**config.mk**
```make
export PLATFORM = sky130hd
export DESIGN_NAME = stereo_capture_peak_meter_unit_flat
export DESIGN_NICKNAME = d
export VERILOG_FILES = /design/src/rtl/scpm_pkg.sv /design/src/rtl/scpm_cmd_if.sv /design/src/rtl/scpm_rsp_if.sv /design/src/rtl/scpm_ctrl.sv /design/src/rtl/scpm_dp.sv /design/src/rtl/stereo_capture_peak_meter_unit.sv /design/src/flat_wrapper.sv
export VERILOG_INCLUDE_DIRS = /design/src /design/src/rtl
export SDC_FILE = /design/constraint.sdc
export NUM_CORES = 1
export LEC_CHECK = 0
export BUFFER_PORTS_ARGS = -buffer_cell sky130_fd_sc_hd__clkbuf_2
export CORE_ASPECT_RATIO = 1.2
export CORE_MARGIN = 4
export CORE_UTILIZATION = 65
export CTS_CLUSTER_SIZE = 40
export DETAILED_ROUTE_END_ITERATION = 7
export PLACE_DENSITY = 0.92
export SYNTH_ARGS = -nofsm -noshare
export SYNTH_HDL_FRONTEND = slang
export SYNTH_SLANG_ARGS = --single-unit
export TNS_END_PERCENT = 20
```
**constraint.sdc**
```tcl
create_clock -name clk -period 11.46 [get_ports clk]
set_input_delay 1.146 -clock clk [delete_from_list [all_inputs] [get_ports clk]]
set_output_delay 1.146 -clock clk [all_outputs]
set_load 0.03 [all_outputs]
```
**src/rtl/stereo_capture_peak_meter_unit_assert.svh**
```systemverilog
// ----------------------------------------------------------------------------
// Assertion macros for the capture peak meter
// Implication checks clocked on clk and disabled while rst_n is low.
// ----------------------------------------------------------------------------
`ifndef STEREO_CAPTURE_PEAK_METER_UNIT_ASSERT_SVH
`define STEREO_CAPTURE_PEAK_METER_UNIT_ASSERT_SVH

// same-cycle implication
`define SCPM_ASSERT_NOW(lbl, ante, cons, msg) \
    lbl: assert property (@(posedge clk) disable iff (!rst_n) (ante) |-> (cons)) \
        else $error(msg);

// next-cycle implication
`define SCPM_ASSERT_NEXT(lbl, ante, cons, msg) \
    lbl: assert property (@(posedge clk) disable iff (!rst_n) (ante) |=> (cons)) \
        else $error(msg);

`endif

```
**src/rtl/scpm_pkg.sv**
```systemverilog
// ----------------------------------------------------------------------------
// scpm_pkg
// Shared constants, codes, types and helpers of the capture peak meter.
// ----------------------------------------------------------------------------
`default_nettype none

package scpm_pkg;

    localparam int BLOCK_FRAMES = 64;
    localparam int NUM_DEV      = 2;
    localparam int CNT_W        = $clog2(BLOCK_FRAMES + 1);

    localparam logic signed [15:0] SAMPLE_MIN = 16'sh8000;
    localparam logic signed [15:0] SAMPLE_MAX = 16'sh7FFF;

    // request function codes
    localparam logic [1:0] FN_FRAME = 2'd0;
    localparam logic [1:0] FN_EOB   = 2'd1;
    localparam logic [1:0] FN_STATS = 2'd2;

    // result kind codes
    localparam logic [2:0] KIND_FRAME = 3'd0;
    localparam logic [2:0] KIND_PAD   = 3'd1;
    localparam logic [2:0] KIND_DONE  = 3'd2;
    localparam logic [2:0] KIND_STATS = 3'd3;
    localparam logic [2:0] KIND_DROP  = 3'd4;

    typedef struct packed {
        logic       load;        // load the result register
        logic [2:0] kind;
        logic       last;
        logic       frame_upd;   // raise peaks, count the frame
        logic       blk_end;     // restart the block count
        logic       starve_inc;
        logic       peak_clr;
    } dp_cmd_t;

    typedef struct packed {
        logic             full;
        logic [CNT_W-1:0] got;
    } dp_stat_t;

    typedef struct packed {
        logic [2:0]        kind;
        logic              dev;
        logic signed [15:0] left_out;
        logic signed [15:0] right_out;
        logic [15:0]       peak_left;
        logic [15:0]       peak_right;
        logic [15:0]       peak_mono;
        logic [31:0]       starve_count;
        logic              starved;
        logic              last;
    } rsp_t;

    function automatic logic signed [15:0] negate_sat(input logic signed [15:0] v);
        logic signed [15:0] r;
        begin
            r = (v == SAMPLE_MIN) ? SAMPLE_MAX : -v;
            return r;
        end
    endfunction

    function automatic logic [15:0] mag16(input logic signed [15:0] v);
        logic [15:0] r;
        begin
            r = v[15] ? 16'(-v) : 16'(v);
            return r;
        end
    endfunction

endpackage

`default_nettype wire

```
**src/rtl/scpm_cmd_if.sv**
```systemverilog
// ----------------------------------------------------------------------------
// scpm_cmd_if
// Request channel: function code, device slot and one stereo frame.
// ----------------------------------------------------------------------------
`default_nettype none

interface scpm_cmd_if;
    logic               valid;
    logic               ready;
    logic [1:0]         func;
    logic               slot;
    logic signed [15:0] left_in;
    logic signed [15:0] right_in;

    modport source (output valid, output func, output slot, output left_in,
                    output right_in, input ready);
    modport sink   (input valid, input func, input slot, input left_in,
                    input right_in, output ready);
endinterface

`default_nettype wire

```
**src/rtl/scpm_rsp_if.sv**
```systemverilog
// ----------------------------------------------------------------------------
// scpm_rsp_if
// Result channel: passed frames, padding, block markers and peak stats.
// ----------------------------------------------------------------------------
`default_nettype none

interface scpm_rsp_if;
    logic               valid;
    logic               ready;
    logic [2:0]         kind;
    logic               dev;
    logic signed [15:0] left_out;
    logic signed [15:0] right_out;
    logic [15:0]        peak_left;
    logic [15:0]        peak_right;
    logic [15:0]        peak_mono;
    logic [31:0]        starve_count;
    logic               starved;
    logic               last;

    modport source (output valid, output kind, output dev, output left_out,
                    output right_out, output peak_left, output peak_right,
                    output peak_mono, output starve_count, output starved,
                    output last, input ready);
    modport sink   (input valid, input kind, input dev, input left_out,
                    input right_out, input peak_left, input peak_right,
                    input peak_mono, input starve_count, input starved,
                    input last, output ready);
endinterface

`default_nettype wire

```
**src/rtl/scpm_ctrl.sv**
```systemverilog
// ----------------------------------------------------------------------------
// scpm_ctrl
// Request decode, padding and stats sequencer, result register valid flag.
// ----------------------------------------------------------------------------
`default_nettype none

`include "stereo_capture_peak_meter_unit_assert.svh"

module scpm_ctrl import scpm_pkg::*;
(
    input  wire logic       clk,
    input  wire logic       rst_n,
    input  wire logic       in_valid,
    output logic            in_ready,
    input  wire logic [1:0] in_func,
    input  wire logic       in_slot,
    output logic            out_valid,
    input  wire logic       out_ready,
    input  wire dp_stat_t   stat,
    output dp_cmd_t         dp_cmd,
    output logic            dev_sel
);

    localparam logic [1:0] ST_IDLE  = 2'd0;
    localparam logic [1:0] ST_PAD   = 2'd1;
    localparam logic [1:0] ST_STATS = 2'd2;

    logic [1:0]       state_reg, state_next;
    logic             slot_reg, slot_next;
    logic [CNT_W-1:0] remaining_reg, remaining_next;
    logic             out_valid_reg, out_valid_next;
    logic             slot_free;
    logic [CNT_W-1:0] pad_first;

    assign slot_free = !out_valid_reg || out_ready;
    assign out_valid = out_valid_reg;
    // padding results still owed after the first one
    assign pad_first = CNT_W'(BLOCK_FRAMES) - stat.got - CNT_W'(1);

    always_comb
    begin
        unique case (state_reg)
            ST_PAD:   dev_sel = slot_reg;
            ST_STATS: dev_sel = 1'(NUM_DEV - 1);
            default:  dev_sel = (in_func == FN_STATS) ? 1'b0 : in_slot;
        endcase
    end

    always_comb
    begin
        dp_cmd         = '0;
        in_ready       = 1'b0;
        state_next     = state_reg;
        slot_next      = slot_reg;
        remaining_next = remaining_reg;

        unique case (state_reg)
            ST_IDLE:
            begin
                in_ready = slot_free;
                if (in_valid && slot_free)
                begin
                    slot_next = in_slot;
                    unique case (in_func)
                        FN_FRAME:
                        begin
                            dp_cmd.load = 1'b1;
                            dp_cmd.last = 1'b1;
                            if (stat.full)
                            begin
                                dp_cmd.kind = KIND_DROP;
                            end
                            else
                            begin
                                dp_cmd.kind      = KIND_FRAME;
                                dp_cmd.frame_upd = 1'b1;
                            end
                        end
                        FN_EOB:
                        begin
                            dp_cmd.load    = 1'b1;
                            dp_cmd.blk_end = 1'b1;
                            if (stat.full)
                            begin
                                dp_cmd.kind = KIND_DONE;
                                dp_cmd.last = 1'b1;
                            end
                            else
                            begin
                                dp_cmd.kind       = KIND_PAD;
                                dp_cmd.starve_inc = 1'b1;
                                dp_cmd.last       = (pad_first == '0);
                                remaining_next    = pad_first;
                                if (pad_first != '0)
                                begin
                                    state_next = ST_PAD;
                                end
                            end
                        end
                        FN_STATS:
                        begin
                            dp_cmd.load     = 1'b1;
                            dp_cmd.kind     = KIND_STATS;
                            dp_cmd.peak_clr = 1'b1;
                            dp_cmd.last     = (NUM_DEV == 1);
                            if (NUM_DEV > 1)
                            begin
                                state_next = ST_STATS;
                            end
                        end
                        default:
                        begin
                            // drop the unused function code
                        end
                    endcase
                end
            end
            ST_PAD:
            begin
                if (slot_free)
                begin
                    dp_cmd.load    = 1'b1;
                    dp_cmd.kind    = KIND_PAD;
                    dp_cmd.last    = (remaining_reg == CNT_W'(1));
                    remaining_next = remaining_reg - CNT_W'(1);
                    if (remaining_reg == CNT_W'(1))
                    begin
                        state_next = ST_IDLE;
                    end
                end
            end
            ST_STATS:
            begin
                if (slot_free)
                begin
                    dp_cmd.load     = 1'b1;
                    dp_cmd.kind     = KIND_STATS;
                    dp_cmd.peak_clr = 1'b1;
                    dp_cmd.last     = 1'b1;
                    state_next      = ST_IDLE;
                end
            end
            default:
            begin
                state_next = ST_IDLE;
            end
        endcase
    end

    always_comb
    begin
        if (dp_cmd.load)
        begin
            out_valid_next = 1'b1;
        end
        else if (out_ready)
        begin
            out_valid_next = 1'b0;
        end
        else
        begin
            out_valid_next = out_valid_reg;
        end
    end

    always_ff @(posedge clk or negedge rst_n)
    begin
        if (!rst_n)
        begin
            state_reg     <= ST_IDLE;
            slot_reg      <= 1'b0;
            remaining_reg <= '0;
            out_valid_reg <= 1'b0;
        end
        else
        begin
            state_reg     <= state_next;
            slot_reg      <= slot_next;
            remaining_reg <= remaining_next;
            out_valid_reg <= out_valid_next;
        end
    end

    `SCPM_ASSERT_NOW(a_pad_count_live, state_reg == ST_PAD, remaining_reg != '0,
        "padding state with nothing left to send")
    `SCPM_ASSERT_NOW(a_no_overwrite, dp_cmd.load, !out_valid_reg || out_ready,
        "result register loaded while a result is pending")
    `SCPM_ASSERT_NEXT(a_pad_ends_idle, state_reg == ST_PAD && dp_cmd.load && dp_cmd.last,
        state_reg == ST_IDLE, "padding burst did not return to idle")

endmodule

`default_nettype wire

```
**src/rtl/scpm_dp.sv**
```systemverilog
// ----------------------------------------------------------------------------
// scpm_dp
// Per-device peak holds, block counts, starve counters and result register.
// ----------------------------------------------------------------------------
`default_nettype none

module scpm_dp import scpm_pkg::*;
(
    input  wire logic               clk,
    input  wire logic               rst_n,
    input  wire logic               cfg_we,
    input  wire logic [1:0]         cfg_wdata,
    input  wire dp_cmd_t            dp_cmd,
    input  wire logic               dev_sel,
    input  wire logic signed [15:0] left_in,
    input  wire logic signed [15:0] right_in,
    output dp_stat_t                stat,
    output rsp_t                    rsp_data
);

    logic [1:0]       invert_reg;
    logic [CNT_W-1:0] frames_reg [NUM_DEV];
    logic [15:0]      hold_left_reg [NUM_DEV];
    logic [15:0]      hold_right_reg [NUM_DEV];
    logic [15:0]      hold_mono_reg [NUM_DEV];
    logic [31:0]      starves_reg [NUM_DEV];
    rsp_t             rsp_reg, rsp_next;

    logic signed [15:0] right_adj;
    logic signed [16:0] sum;
    logic [16:0]        sum_mag;
    logic [15:0]        mag_l, mag_r, mag_m;
    logic [31:0]        starve_now;

    assign right_adj = invert_reg[dev_sel] ? negate_sat(right_in) : right_in;
    assign sum       = 17'(left_in) + 17'(right_adj);
    // |trunc(s/2)| is |s| halved
    assign sum_mag   = sum[16] ? 17'(-sum) : 17'(sum);
    assign mag_l     = mag16(left_in);
    assign mag_r     = mag16(right_adj);
    assign mag_m     = sum_mag[16:1];

    assign stat.got  = frames_reg[dev_sel];
    assign stat.full = (frames_reg[dev_sel] >= CNT_W'(BLOCK_FRAMES));

    assign starve_now = dp_cmd.starve_inc ? starves_reg[dev_sel] + 32'd1
                                          : starves_reg[dev_sel];

    always_comb
    begin
        rsp_next      = '0;
        rsp_next.kind = dp_cmd.kind;
        rsp_next.dev  = dev_sel;
        rsp_next.last = dp_cmd.last;
        unique case (dp_cmd.kind)
            KIND_FRAME:
            begin
                rsp_next.left_out  = left_in;
                rsp_next.right_out = right_adj;
            end
            KIND_PAD:
            begin
                rsp_next.starve_count = starve_now;
                rsp_next.starved      = 1'b1;
            end
            KIND_DONE:
            begin
                rsp_next.starve_count = starve_now;
            end
            KIND_STATS:
            begin
                rsp_next.peak_left    = hold_left_reg[dev_sel];
                rsp_next.peak_right   = hold_right_reg[dev_sel];
                rsp_next.peak_mono    = hold_mono_reg[dev_sel];
                rsp_next.starve_count = starve_now;
            end
            default:
            begin
                // dropped frame carries zeros
            end
        endcase
    end

    always_ff @(posedge clk)
    begin
        if (dp_cmd.load)
        begin
            rsp_reg <= rsp_next;
        end
    end

    assign rsp_data = rsp_reg;

    always_ff @(posedge clk or negedge rst_n)
    begin
        if (!rst_n)
        begin
            invert_reg <= 2'b01;
            for (int d = 0; d < NUM_DEV; d++)
            begin
                frames_reg[d]     <= '0;
                hold_left_reg[d]  <= '0;
                hold_right_reg[d] <= '0;
                hold_mono_reg[d]  <= '0;
                starves_reg[d]    <= '0;
            end
        end
        else
        begin
            if (cfg_we)
            begin
                invert_reg <= cfg_wdata;
            end
            if (dp_cmd.frame_upd)
            begin
                frames_reg[dev_sel] <= frames_reg[dev_sel] + CNT_W'(1);
                if (mag_l > hold_left_reg[dev_sel])
                begin
                    hold_left_reg[dev_sel] <= mag_l;
                end
                if (mag_r > hold_right_reg[dev_sel])
                begin
                    hold_right_reg[dev_sel] <= mag_r;
                end
                if (mag_m > hold_mono_reg[dev_sel])
                begin
                    hold_mono_reg[dev_sel] <= mag_m;
                end
            end
            if (dp_cmd.blk_end)
            begin
                frames_reg[dev_sel] <= '0;
            end
            if (dp_cmd.starve_inc)
            begin
                starves_reg[dev_sel] <= starve_now;
            end
            if (dp_cmd.peak_clr)
            begin
                hold_left_reg[dev_sel]  <= '0;
                hold_right_reg[dev_sel] <= '0;
                hold_mono_reg[dev_sel]  <= '0;
            end
        end
    end

endmodule

`default_nettype wire

```
**src/rtl/stereo_capture_peak_meter_unit.sv**
```systemverilog
// ----------------------------------------------------------------------------
// stereo_capture_peak_meter_unit
// Stereo capture frame pass-through with held peaks, block padding and stats.
//
//   Channel   Dir   Handshake      Carries
//   cmd       in    valid/ready    func, slot, left_in, right_in
//   rsp       out   valid/ready    kind, dev, samples, peaks, starve count
//   cfg       in    cfg_we only    invert_mask (2 bits)
//
// A frame, dropped frame or block-complete marker gives one result, an ignored
// request gives none, and a stats read gives one result per device.
// A short block end gives BLOCK_FRAMES - frames held padding results,
// issued by the controller from a down-counter.
// Reset clears peaks, counts and starve counters; invert_mask resets to 1.
// A stalled rsp holds the result register and the controller waits on it;
// a new request is taken in the same cycle that the pending result leaves.
// ----------------------------------------------------------------------------
`default_nettype none

module stereo_capture_peak_meter_unit import scpm_pkg::*;
(
    input  wire logic       clk,
    input  wire logic       rst_n,
    input  wire logic       cfg_we,
    input  wire logic [1:0] cfg_wdata,
    scpm_cmd_if.sink        cmd,
    scpm_rsp_if.source      rsp
);

    dp_cmd_t  dp_cmd;
    dp_stat_t stat;
    rsp_t     rsp_data;
    logic     dev_sel;

    scpm_ctrl u_ctrl (
        .clk       (clk),
        .rst_n     (rst_n),
        .in_valid  (cmd.valid),
        .in_ready  (cmd.ready),
        .in_func   (cmd.func),
        .in_slot   (cmd.slot),
        .out_valid (rsp.valid),
        .out_ready (rsp.ready),
        .stat      (stat),
        .dp_cmd    (dp_cmd),
        .dev_sel   (dev_sel)
    );

    scpm_dp u_dp (
        .clk       (clk),
        .rst_n     (rst_n),
        .cfg_we    (cfg_we),
        .cfg_wdata (cfg_wdata),
        .dp_cmd    (dp_cmd),
        .dev_sel   (dev_sel),
        .left_in   (cmd.left_in),
        .right_in  (cmd.right_in),
        .stat      (stat),
        .rsp_data  (rsp_data)
    );

    assign rsp.kind         = rsp_data.kind;
    assign rsp.dev          = rsp_data.dev;
    assign rsp.left_out     = rsp_data.left_out;
    assign rsp.right_out    = rsp_data.right_out;
    assign rsp.peak_left    = rsp_data.peak_left;
    assign rsp.peak_right   = rsp_data.peak_right;
    assign rsp.peak_mono    = rsp_data.peak_mono;
    assign rsp.starve_count = rsp_data.starve_count;
    assign rsp.starved      = rsp_data.starved;
    assign rsp.last         = rsp_data.last;

endmodule

`default_nettype wire
```
**src/flat_wrapper.sv**
```systemverilog
// flat-port wrapper written by rule: the top's interface ports become plain ports
module stereo_capture_peak_meter_unit_flat import scpm_pkg::*;
  (clk, rst_n, cfg_we, cfg_wdata, cmd_valid, cmd_func, cmd_slot, cmd_left_in, cmd_right_in, cmd_ready, rsp_valid, rsp_kind, rsp_dev, rsp_left_out, rsp_right_out, rsp_peak_left, rsp_peak_right, rsp_peak_mono, rsp_starve_count, rsp_starved, rsp_last, rsp_ready);
  scpm_cmd_if cmd_i ();
  scpm_rsp_if rsp_i ();
  input  wire logic clk;
  input  wire logic rst_n;
  input  wire logic cfg_we;
  input  wire logic [1:0] cfg_wdata;
  input wire logic [$bits(cmd_i.valid)-1:0] cmd_valid;
  input wire logic [$bits(cmd_i.func)-1:0] cmd_func;
  input wire logic [$bits(cmd_i.slot)-1:0] cmd_slot;
  input wire logic [$bits(cmd_i.left_in)-1:0] cmd_left_in;
  input wire logic [$bits(cmd_i.right_in)-1:0] cmd_right_in;
  output wire logic [$bits(cmd_i.ready)-1:0] cmd_ready;
  output wire logic [$bits(rsp_i.valid)-1:0] rsp_valid;
  output wire logic [$bits(rsp_i.kind)-1:0] rsp_kind;
  output wire logic [$bits(rsp_i.dev)-1:0] rsp_dev;
  output wire logic [$bits(rsp_i.left_out)-1:0] rsp_left_out;
  output wire logic [$bits(rsp_i.right_out)-1:0] rsp_right_out;
  output wire logic [$bits(rsp_i.peak_left)-1:0] rsp_peak_left;
  output wire logic [$bits(rsp_i.peak_right)-1:0] rsp_peak_right;
  output wire logic [$bits(rsp_i.peak_mono)-1:0] rsp_peak_mono;
  output wire logic [$bits(rsp_i.starve_count)-1:0] rsp_starve_count;
  output wire logic [$bits(rsp_i.starved)-1:0] rsp_starved;
  output wire logic [$bits(rsp_i.last)-1:0] rsp_last;
  input wire logic [$bits(rsp_i.ready)-1:0] rsp_ready;
  assign cmd_i.valid = cmd_valid;
  assign cmd_i.func = cmd_func;
  assign cmd_i.slot = cmd_slot;
  assign cmd_i.left_in = cmd_left_in;
  assign cmd_i.right_in = cmd_right_in;
  assign cmd_ready = cmd_i.ready;
  assign rsp_valid = rsp_i.valid;
  assign rsp_kind = rsp_i.kind;
  assign rsp_dev = rsp_i.dev;
  assign rsp_left_out = rsp_i.left_out;
  assign rsp_right_out = rsp_i.right_out;
  assign rsp_peak_left = rsp_i.peak_left;
  assign rsp_peak_right = rsp_i.peak_right;
  assign rsp_peak_mono = rsp_i.peak_mono;
  assign rsp_starve_count = rsp_i.starve_count;
  assign rsp_starved = rsp_i.starved;
  assign rsp_last = rsp_i.last;
  assign rsp_i.ready = rsp_ready;
  stereo_capture_peak_meter_unit u_core (.clk(clk), .rst_n(rst_n), .cfg_we(cfg_we), .cfg_wdata(cfg_wdata), .cmd(cmd_i), .rsp(rsp_i));
endmodule
```
Word-level counts from Yosys, hierarchy flattened --
Index checks and enable logic that the tools add are counted.
Word-level totals: word-level logic and storage cells 160, register bits 305, output and inout port bits 120
Cells by class: $lt $le $gt $ge 7, bitwise gates (word level) 7, $add $sub $neg 10, mux-type cells 78, reduce and logical (&&, ||, !) cells 15, eq/ne operators 18
Operator list (number):
- 32-bit two-way mux | 14
- 16-bit two-way mux | 14
- 32-bit AND | 3
- 32-bit bitwise mux | 3
- 64-bit bitwise mux | 1
- 7-bit two-way mux | 8
- 16-bit greater-than comparator | 3
- 16-bit negator | 3
- 32-bit by 1-bit adder with 32-bit output (second input constant) | 1
- 32-bit demux with 1-bit select | 1
- 32-bit NOT | 1
- 5-bit case mux with 3 select lines | 2
- 14-bit two-way mux | 2
- 16-bit by 16-bit adder with 17-bit output | 1
- 17-bit two-way mux | 1
- 17-bit negator | 1
- 16-bit demux with 1-bit select | 1
- 16-bit == test (second input constant) | 1
- 14-bit AND | 1
- 14-bit bitwise mux | 1
- 2-bit two-way mux | 7
- 14-bit NOT | 1
- 7-bit case mux with 2 select lines | 1
- 7-bit by 1-bit subtractor with 7-bit output (second input constant) | 2
- 36 further kinds | 61

Depth between registers and ports, before layout --
depth in word-level cells 17, gate-level depth with buffers 33, depth with buffers taken out 28

Hierarchy --
Synthesis repeated with hierarchy kept, for this count alone.
Unflattened totals: cell total of the unflattened synthesis 1783, area total of the unflattened synthesis 17934.7 um2
By module, submodules not included:
- scpm_dp | seq. area each 7948.9 um2, area an instance 16915.0 um2, cells an instance 1668, times used 1
- scpm_ctrl | seq. area each 275.3 um2, area an instance 1019.7 um2, cells an instance 115, times used 1

Worst setup path after synthesis --
OpenSTA, ideal clock, no wires.
path kind input to register, start input port rsp_ready, end register u_core.u_ctrl.out_valid_reg (netlist: u_core.u_ctrl.out_valid), stages 6, path slack 3.365 ns, buffers on the path 1, data arrival time 7.993 ns, path through nand2b_1 buf_4 nand3_4 a21o_1 a21oi_1 or2_2
RTL lines:
- start: declaration | line flat_wrapper.sv:27 | input wire logic [$bits(rsp_i.ready)-1:0] rsp_ready;
- end signal: assignment | line scpm_ctrl.sv:180 | out_valid_reg <= out_valid_next;
- end: declaration | line scpm_ctrl.sv:31 | logic out_valid_reg, out_valid_next;

==> summary.txt <==
Timing
  – Fin. Hold Viols: 0
  – Setup WS post-layout: 2.42 ns
  – Tmin final: 9.04 ns
  – Worst slew margin: 2.79%
  – FMAX: 0.111 GHz
  – RSZ-0062 raised after global routing: no
  – Final worst-path cycle share: 78.9%
  – Final setup vio count: 0
  – Slew Limit Fails: 0
  – Setup TNS: 0 ns
  – Worst Tran Pin Value: 1.45 ns
  – Clock skew: 0.0139 ns

Synth
  – Library cells used by synthesis: 93
  – Seq/Total Area, Yosys: 47.4%
  – Synthesized instance count: 1704
  – Fraction of registers with async set/reset: 61.3%
  – Cell Area, Synth: 17300 um^2
  – Yosys warnings: 0
  – Syn nets: 1823
  – #FFs+latches synth: 305
  – Number of synthesized flops with an enable pin: 118
  – Syn Area/Cell: 10.2 um^2
  – Ys flop type: dfrtp_1

Outcome
  – Status: finished, final reports clean

Finish
  – Area of the multi-input gates: 8590 um^2
  – Final #Nets: 1959
  – Fillers: 1682
  – Ratio of cells with drive above 1 in the final layout: 15.3%
  – Design area: 19400 um^2
  – Synthesis-to-layout area growth: 12.2%
  – Antenna Cells: 0
  – Reg area: 8220 um^2

Power and ir drop
  – Sequential power share: 26.5%
  – Clock power frac: 15.4%
  – Peak VDD IR: 205 uV
  – Static Leakage: 8.68 nW
  – Switching power: 3.29 mW
  – Sw frac: 48.1%
  – Combinational share of power: 58.1%
  – Pwr Density: 352 nW/um^2
  – Internal cell power: 3.55 mW
  – Total Power: 6.84 mW

Hold path
  – Hold Startpoint: u_core.u_dp.starves_reg[31]
  – Hold Path Cell Cnt: 1
  – Worst hold path class: reg2reg
  – WHS Endpoint: u_core.u_dp.starves_reg[31]

Die
  – Die Ht: 187 um
  – DIE AREA: 29400 um^2
  – Die width: 157 um
  – Row Count: 65
  – Starting Density: 66.0%
  – Core Footprint: 26300 um^2
  – IO Pins: 162

Placed design
  – Buffers on Ports: 161
  – DP Wirelength: 32800 um
  – Placer congestion estimate: 0.967
  – Placed Area: 18400 um^2
  – Dpl ws: 2.39 ns

Drt
  – Via count: 14500
  – Drc violations: 0
  – Vias/cell: 6.60
  – Detail Route Antenna Nets: 0
  – WL final: 47800 um
  – First drt pass iteration count: 8
  – 1st-iter DRT viols: 1304
  – DR WL/cell: 21.7 um

Setup path
  – Data arrival, critical path: 9.54 ns
  – CP startpoint kind: flip-flop
  – Worst-case reg-to-reg path depth: 25
  – FF-to-FF Start: u_core.u_ctrl.state_reg[1]
  – FF-to-FF setup slack: 2.42 ns
  – Worst path required time: 11.96 ns
  – Crit Path Class: reg2reg
  – Setup crit end kind: flip-flop
  – CP max FO: 20

Global route
  – First-pass GRT wire length: 77100 um
  – Initial antenna violation count: 0
  – Total congestion overflow: 0
  – Vias in the first global route: 14500
  – GRT Util Overall: 32.2%
  – Pin count of the biggest net entering global routing: 69

Clock tree
  – Post-CTS setup buffers: 0
  – Num CTS Buffers: 30
  – Worst skew pair latency: 0.56 ns
  – Htree depth: 1
  – TritonCTS clock tree: built
  – Clock Tree Buf Depth: 3
  – CTS hold repair buffers: 0
  – CTS clk-pin slew, worst paths: 0.07 ns
  – CTS root buf: clkbuf_16
  – CTS resizes: 0
  – Clk sinks: 305

Run
  – Max-cap violations: 0
## per-layer routing
layer | track usage, % | vias up | wire, um
met2 | 52.9 | 890 | 23400
met4 | 14.7 | 0 | 2440
met1 | 42.2 | 6996 | 17600
met3 | 5.14 | 192 | 4340
met5 | 0 | - | 0
li1 | - | 6425 | -
## stage by stage
stage / util (%) / hold slack (ns) / cells
finish: 74.0 / 0.468 / 2199
global placement: 70.0 / 0.454 / 2143
CTS: 74.0 / 0.467 / 2199
global route: 74.0 / 0.495 / 2199
floorplan: - / 0.441 / 1704
detailed placement: 70.0 / 0.455 / 2143
## synthesized netlist by cell type (5+ instances only)
library cell | instances | area, um^2
a211oi_1 | 15 | 113
a21o_1 | 20 | 150
a21oi_1 | 61 | 305
a22o_1 | 47 | 412
a31o_2 | 5 | 43.8
a31oi_1 | 15 | 93.8
and2_1 | 38 | 238
and3_1 | 18 | 113
and4_1 | 5 | 43.8
buf_2 | 16 | 80.1
clkbuf_1 | 44 | 165
dfrtp_1 | 186 | 4650
edfxtp_1 | 118 | 3540
ha_1 | 76 | 951
inv_1 | 63 | 236
mux2_2 | 9 | 101
mux2i_1 | 79 | 791
nand2_1 | 164 | 616
nand2b_1 | 11 | 68.8
nand3_1 | 63 | 315
nand4_1 | 22 | 138
nor2_1 | 164 | 616
nor2b_1 | 8 | 50.1
nor3_1 | 39 | 195
nor4_1 | 10 | 62.6
o211ai_1 | 9 | 67.6
o21a_1 | 7 | 52.6
o21ai_0 | 78 | 390
o21ai_1 | 12 | 60.1
o22ai_1 | 5 | 31.3
o2bb2ai_1 | 26 | 228
o31ai_1 | 9 | 67.6
or2_2 | 10 | 62.6
or3_1 | 17 | 106
xnor2_1 | 72 | 631
xor2_1 | 68 | 596
## power by group through the flow
stage	Clock (mW)	Sequential (mW)	Combinational (mW)
after global placement	0	1.80	3.68
after CTS	1.06	1.81	3.91
after global routing	1.11	1.84	4.28
after detailed placement	0	1.81	3.83
after floorplan	0	2.29	2.40
final	1.06	1.81	3.98
## critical path, stage by stage (launching register included)
cell	delay (ns)
dfrtp_1	0.41
inv_1	0.11
ha_1	0.35
a21oi_1	0.59
mux2i_1	0.21
nor3_2	0.93
or3_1	0.21
a21boi_0	0.55
ha_1	0.36
a21o_1	0.17
and4_1	0.26
or4b_2	0.62
nand3_1	0.19
nand4_1	0.19
nor3_2	0.35
a41oi_1	0.22
xor2_1	0.27
ha_1	0.28
and3_1	0.22
a221oi_1	0.34
o21ai_0	0.17
a211oi_1	0.36
or2_2	0.19
nor2_1	0.04
o21ai_1	1.08
a22o_1	0.30
## how the worst max path moves through the flow
stage,start,endpoint,cells after the start
floorplan,rsp_ready,u_core.u_ctrl.out_valid,6
global placement,cmd_right_in[1],flip-flop,26
detailed placement,cmd_right_in[1],flip-flop,26
CTS,u_core.u_ctrl.state_reg[1],flip-flop,26
global route,u_core.u_ctrl.state_reg[1],flip-flop,26
finish,u_core.u_ctrl.state_reg[1],flip-flop,25
## cell families (layout without fill, tap and decap cells)
kind of cell | after synthesis | after routing | share of synthesized area, %
buffers and inverters | 135 | 295 | 3.22
AND/OR/NAND/NOR | 604 | 604 | 17.4
flip-flops | 305 | 305 | 47.4
XOR/XNOR | 143 | 143 | 7.35
multiplexers | 88 | 88 | 5.14
adder cells (fa/ha/maj) | 77 | 77 | 5.60
AO/OA/AOI/OAI | 352 | 352 | 13.9
## placed cells by master (no fill, tap or decap), types with 8 or more instances in the layout
cell | Yosys | final
a211oi_1 | 15 | 15
a21o_1 | 20 | 20
a21oi_1 | 61 | 60
a22o_1 | 47 | 47
a31oi_1 | 15 | 15
and2_1 | 38 | 38
and3_1 | 18 | 18
buf_4 | 4 | 14
clkbuf_16 | 0 | 34
clkbuf_2 | 1 | 160
dfrtp_1 | 186 | 186
edfxtp_1 | 118 | 118
ha_1 | 76 | 76
inv_1 | 63 | 63
mux2_2 | 9 | 9
mux2i_1 | 79 | 79
nand2_1 | 164 | 164
nand2b_1 | 11 | 11
nand3_1 | 63 | 63
nand4_1 | 22 | 22
nor2_1 | 164 | 164
nor2b_1 | 8 | 8
nor3_1 | 39 | 37
nor4_1 | 10 | 10
o211ai_1 | 9 | 9
o21ai_0 | 78 | 78
o21ai_1 | 12 | 12
o2bb2ai_1 | 26 | 26
o31ai_1 | 9 | 9
or2_2 | 10 | 10
or3_1 | 17 | 17
xnor2_1 | 72 | 72
xor2_1 | 68 | 68
## layout make-up
class                   instances  area share (%)
repair buffers                175            4.72
flip-flops and latches        305            42.3
well taps                     335            2.16
clock inverters                12           0.746
multi-input cells            1264            44.1
clock buffers                  44            4.72
inverters                      64            1.24
(Power assumes the default switching activity.)
